## config.mk

```make
export PLATFORM = sky130hd
export DESIGN_NAME = cps_div_stage
export DESIGN_NICKNAME = d
export VERILOG_FILES = /design/src/rtl/cps_pkg.sv /design/src/rtl/cps_div_stage.sv
export SDC_FILE = /design/constraint.sdc
export NUM_CORES = 1
export LEC_CHECK = 0
export ABC_CLOCK_PERIOD_IN_PS = 2140
export BUFFER_PORTS_ARGS = -buffer_cell sky130_fd_sc_hd__buf_2
export CAP_MARGIN = 20
export CORE_AREA = 5 5 250 252
export DETAILED_ROUTE_END_ITERATION = 10
export DIE_AREA = 0 0 255 257
export SLEW_MARGIN = 5
export SYNTH_ARGS = -nofsm -noshare
export SYNTH_HDL_FRONTEND = slang
export SYNTH_SLANG_ARGS = --single-unit
```

## constraint.sdc

```tcl
create_clock -name clk -period 2.14 [get_ports clk]
set_clock_uncertainty 0.15 [all_clocks]
set_input_delay 0.107 -clock clk [delete_from_list [all_inputs] [get_ports clk]]
set_output_delay 0.107 -clock clk [all_outputs]
set_load 0.02 [all_outputs]
```

## src/rtl/cps_pkg.sv

```systemverilog
package cps_pkg;

	localparam int COORD_WIDTH = 32;
	localparam int FRAC_BITS   = 16;
	localparam int IO_W        = 32;

	localparam int CW      = COORD_WIDTH;
	localparam int DIFF_W  = CW + 1;
	localparam int LEN_W   = 2 * CW;
	localparam int DOT_W   = 2 * CW + 1;
	localparam int T_W     = 31;
	localparam int SHIFT   = T_W - FRAC_BITS;
	localparam int PRD_W   = CW + T_W + 1;
	localparam int SH_W    = PRD_W - FRAC_BITS;
	localparam int SUM_W   = SH_W + 1;

	localparam logic [T_W-1:0] T_MAX = {T_W{1'b1}};
	localparam logic [T_W-1:0] T_ONE = T_W'(1) << FRAC_BITS;

	localparam int FRONT_STAGES = 4;
	localparam int DIV_STAGES   = T_W;
	localparam int BACK_STAGES  = 3;

	typedef struct packed {
		logic [CW-1:0]    sx;
		logic [CW-1:0]    sy;
		logic [CW-1:0]    dx;
		logic [CW-1:0]    dy;
		logic             seg;
		logic             positive;
		logic             zero;
		logic             ovf;
		logic [LEN_W-1:0] len2;
		logic [LEN_W-1:0] rem;
		logic [T_W-1:0]   low;
		logic [T_W-1:0]   q;
	} div_t;

endpackage

```

## src/rtl/cps_div_stage.sv

```systemverilog
module cps_div_stage import cps_pkg::*; (
	input  logic clk,
	input  logic arst_n,
	input  logic en,
	input  logic v_in,
	input  div_t d_in,
	output logic v_out,
	output div_t d_out
);

	logic v_s1;
	div_t d_s1;
	div_t d_c;
	logic [LEN_W:0] trial;
	logic [LEN_W:0] diff;
	logic take;

	assign trial = {d_in.rem, d_in.low[T_W-1]};
	assign diff  = trial - {1'b0, d_in.len2};
	assign take  = trial >= {1'b0, d_in.len2};

	// one restoring step: bring down the next bit, subtract where it fits
	always_comb begin
		d_c     = d_in;
		d_c.rem = take ? diff[LEN_W-1:0] : trial[LEN_W-1:0];
		d_c.low = {d_in.low[T_W-2:0], 1'b0};
		d_c.q   = {d_in.q[T_W-2:0], take};
	end

	always_ff @(posedge clk or negedge arst_n) begin
		if (!arst_n) begin
			v_s1 <= 1'b0;
		end else if (en) begin
			v_s1 <= v_in;
		end
	end

	always_ff @(posedge clk) begin
		if (en) begin
			d_s1 <= d_c;
		end
	end

	assign v_out = v_s1;
	assign d_out = d_s1;

endmodule

```

# Word-level counts from Yosys, hierarchy flattened
# Cells that the tools add are included.
dict set report totals {
  regBits 322
  inputBits 326
  output_inout_bits 323
}
dict set report classes {
  add_sub_neg 1
  magnitude_cmp 1
  mux 1
}
# operator n
set ops {}
lappend ops {{>= comparator 65 x 64 -> 1 bit} 1}
lappend ops {{two-way mux 64 bit} 1}
lappend ops {{subtractor 64 bit} 1}

# Logic depth before layout (Yosys ltp)
dict set report logic_depth {
  word_depth 2
  mapped_depth 15
  ltp_nobuf 13
}

# Worst setup path before layout
# Ideal clock, no wire load.
dict set report synth_path {
  kind {input -> register}
  from {input d_in[128] (netlist bit)}
  to {register d_s1, in the netlist d_out[100] (data pin)}
  setup_ps 260
  t_arrival_ps 2656
  slack_ps -926
  stages 14
  cell_sequence {inv_1 -> ha_1 -> nor2_1 -> a211oi_2 -> nor2_1 -> o21bai_2 -> a31oi_2 -> o41ai_4 -> a31oi_4 -> o21ai_4 -> a31oi_1 -> buf_6 -> buf_6 -> mux2_4}
}
# element line
set synth_rtl {}
lappend synth_rtl {{start, declared} cps_div_stage.sv:6} ;# input div_t d_in,
lappend synth_rtl {{end signal, assigned} cps_div_stage.sv:40} ;# d_s1 <= d_c;
lappend synth_rtl {{end, declared} cps_div_stage.sv:12} ;# div_t d_s1;

==> reports/summary.md <==
The most common library cell in the layout ignoring fill and taps was sky130_fd_sc_hd__buf_2. Number of input and output port buffers inserted: 646. Counting flops with an async set or reset pin after synthesis yields a share of 0.3106%. For the finished layout, the period the worst path requires is 2.577 ns.

The logs give 24.77% for the initial core utilization and 58 for the number of distinct standard cells referenced by the synthesized netlist. In the layout the commonest cells are 629 x sky130_fd_sc_hd__buf_2, 324 x sky130_fd_sc_hd__dlygate4sd3_1, 321 x sky130_fd_sc_hd__edfxtp_1. The first global-routing pass estimated 97.50 mm of wire. The most common cell type on the critical path was sky130_fd_sc_hd__a31oi_4.

Setup violations remaining at the end of the flow were counted as 65. The leakage power of the design is 12.04 nW, and the core outline area is 59910 sq um. Setup repair after global routing could not meet its margin everywhere.

Averaged over all synthesized cells, the footprint is 13.99 sq um. The share of layout cells above drive strength 1 came out at 51.28%. The hold path depth was 1. The area share of the largest cell type after synthesis is 64.96%. The detailed placement HPWL was 54.17 mm; the cell count after synthesis was 1061. The setup slack at placement was -1.400 ns; the count of flip-flops with a built-in enable after synthesis was 321. The tools report the final non-filler cell total as 3177. The tools report the count of vias placed by the detailed router as 14070. The final hold violation count was 2. The number of antenna violations at the first check in global routing came out at 21.

The clock-pin slew on the worst setup and hold paths is 0.06 ns, and the via count of the first global-routing pass is 14950. TritonCTS created 39 clock buffers. Maximum clock path buffer count: 3.

The tools report the cell area after synthesis as 14840 sq um. TritonCTS built the clock tree. Entering global routing, the biggest net connects 68 pins. For this run, the total global-route usage over all layers was measured as 20.05%. The tree is rooted in a sky130_fd_sc_hd__clkbuf_16. The run gives 65540 sq um as the area enclosed by the die boundary.

In the synthesized netlist the dominant register cell turns out to be sky130_fd_sc_hd__edfxtp_1. Counting the fill cells in the layout gives 5421. Number of max-slew violations in the final report: 0. sky130_fd_sc_hd__edfxtp_1 takes more of the synthesized area than any other cell.

Yosys attributes the largest share of cell area to sky130_fd_sc_hd__edfxtp_1 65%, sky130_fd_sc_hd__ha_1 5.4%, sky130_fd_sc_hd__mux2_4 4.7%. The tightest min-delay check is of the in2reg type. The utilization after layout was 45.56%. In the final design database the tool counted 2748 nets.

In this run the cell area measured after placement is 21490 sq um. Along the worst path, the maximum fanout reaches 10. The synthesized design contains 322 register bits. The largest individual stage delay along the critical path comes from the cell sky130_fd_sc_hd__mux2_4. In this run the power density over the cells is 763.1 nW/um^2.

Clock latency on the worst-skew pair, taken at its later pin, is 0.57 ns. The via count normalized by instance count works out to 4.427. When the netlist entered floorplanning its net count stood at 1452.

After layout, the worst path uses 120.4% of the clock period. The checks that failed: negative hold slack, negative setup slack. Once layout is done, the placed cells without fillers occupy 27290 sq um. The logs give 0 for the remaining global-route overflow and 2.74 ns for the arrival time reported for the critical path endpoint.

The tools report the kind of end point of the critical path as a register. The logs give 649 for the I/O pin total and 0 for the number of routed nets with antenna violations. The logs give -0.4204 ns for the worst hold margin and 0 for the DRC violations left. The logs give 90 for the cell row count and 0.68 ns for the setup slack of the worst register-to-register path. The placed instance count came out at 2744.

In this run, the number of DRC markers left after iteration 0 of detailed routing was 706. Traced cell by cell, the critical path runs through buf_12, inv_12, ha_4, nand2b_4, a211oi_4, nor2_4, o21bai_4, a31oi_4, o41ai_4, buf_4, a31oi_4, o21ai_4, a31oi_4, buf_8, buf_12, buf_16, mux2_4. For the maximum ir drop on the vdd rail, the log shows 0.0005466 V.

The layout-stage area growth over the synthesis result is 83.92%, and the maximum clock rate is 0.3881 GHz. The maximum single-stage delay on the critical path is 0.29 ns, and the detailed-route wire length is 71.13 mm. The tools report the maximum level of the CTS H-tree as 2. The critical path in this run is classified as in2reg. The run finished, with violations left. The final weighted congestion in routability-driven placement was 0.9036; the height of the die was 257 microns.

The number of max-capacitance violations reported is 0, and the post-detailed-route wirelength per cell is 22.39 microns. STA puts the critical path data required time at 2.31 ns. The run gives -0.4369 ns as the setup slack after layout.

From left edge to right edge, the die measures 255 microns. The category of the worst setup path launch point is an input port. The number of detailed-routing iterations run before antenna repair is 6, and the sequential fraction of the synthesis area is 65.13%. The worst register-to-register path has a depth of 2. Yosys printed 0 warnings.

CTS saw 322 sinks.
==> layout make-up <==
| type | instances | area [sq um] | area share (%) |
|---|---|---|---|
| antenna | 8 | 20.02 | 0.07335 |
| clock buffer | 44 | 994.7 | 3.645 |
| clock inverter | 27 | 387.9 | 1.421 |
| inverter | 80 | 345.3 | 1.265 |
| multi-input combinational | 627 | 5684 | 20.83 |
| sequential | 322 | 9664 | 35.41 |
| tap | 782 | 978.4 | 3.585 |
| timing repair buffer | 1287 | 9218 | 33.77 |
==> flip-flops by register name (all words and copies together) (netlist names) <==
register,cells
d_out,321
v_out,1
==> through the flow <==
stage          setup TNS [ns]  power (mW)
6_report               -22.97       20.83
5_1_grt                -26.32       21.69
4_1_cts                -24.13       20.78
3_5_place_dp           -83.08       12.75
3_3_place_gp           -82.66       12.73
2_1_floorplan          -45.70       10.35
==> cell usage after synthesis, drive strengths merged, types with 4 or more instances <==
cell type	count
a211oi	6
a21o	31
a21oi	88
a311oi	4
a31oi	11
and3	8
buf	9
clkbuf	23
edfxtp	321
ha	64
inv	80
mux2	62
nand2	66
nand2b	7
nand3	11
nand4	22
nor2	49
nor2b	7
nor3	16
o211ai	9
o21a	6
o21ai	43
o21bai	18
o31ai	5
or3	4
xnor2	32
xor2	26
==> cells by family (layout without fill, tap and decap cells) <==
family / after synthesis / in the layout / synth area share, %
AND/OR/NAND/NOR: 198 / 198 / 6.206
flip-flops: 322 / 322 / 65.13
adder cells (fa/ha/maj): 65 / 65 / 5.531
buffers and inverters: 112 / 1438 / 3.170
other: 1 / 9 / 0.02527
XOR/XNOR: 58 / 58 / 3.423
multiplexers: 65 / 65 / 6.071
AO/OA/AOI/OAI: 240 / 240 / 10.45
==> worst max-delay path, delay by kind of cell <==
family | cells | cell delay [ns]
compound gates | 7 | 1.16
buf+inv | 6 | 0.75
mux | 1 | 0.29
fa+ha+maj | 1 | 0.27
simple gates | 2 | 0.13
==> power by group <==
part	switching, mW	total, mW	internal [mW]
clock	2.88	7.25	4.37
combinational	2.98	5.71	2.73
sequential	0.199	7.87	7.67
total	6.06	20.8	14.8
==> repair_timing <==
action	in CTS	in global routing
pin swaps	16	55
cloned	2	2
setup buffers	5	22
gates resized for setup	74	114
hold buffers	323	1
endpoints found under the setup margin	65	65
hold endpoints to repair	376	3
==> per-layer routing <==
layer | up-vias | routed length [microns] | GRT usage, %
li1 | 6603 | - | -
met1 | 6756 | 26670 | 22.14
met2 | 545 | 35310 | 35.30
met3 | 141 | 4967 | 5.272
met4 | 20 | 4056 | 10.24
met5 | - | 123 | 0
==> final timing paths <==
| check | start | end |
|---|---|---|
| worst max-delay path | d_in[127] | d_out[114]$_DFFE_PP_ |
| worst min-delay path | d_in[126] | d_out[126]$_DFFE_PP_ |
| worst max register to register | v_out$_DFFE_PN0P_ | v_out$_DFFE_PN0P_ |
| worst min register to register | v_out$_DFFE_PN0P_ | v_out$_DFFE_PN0P_ |
| max in group asynchronous | arst_n | v_out$_DFFE_PN0P_ |
| min in group asynchronous | arst_n | v_out$_DFFE_PN0P_ |
No activity file was read; power rests on OpenSTA's default activity.
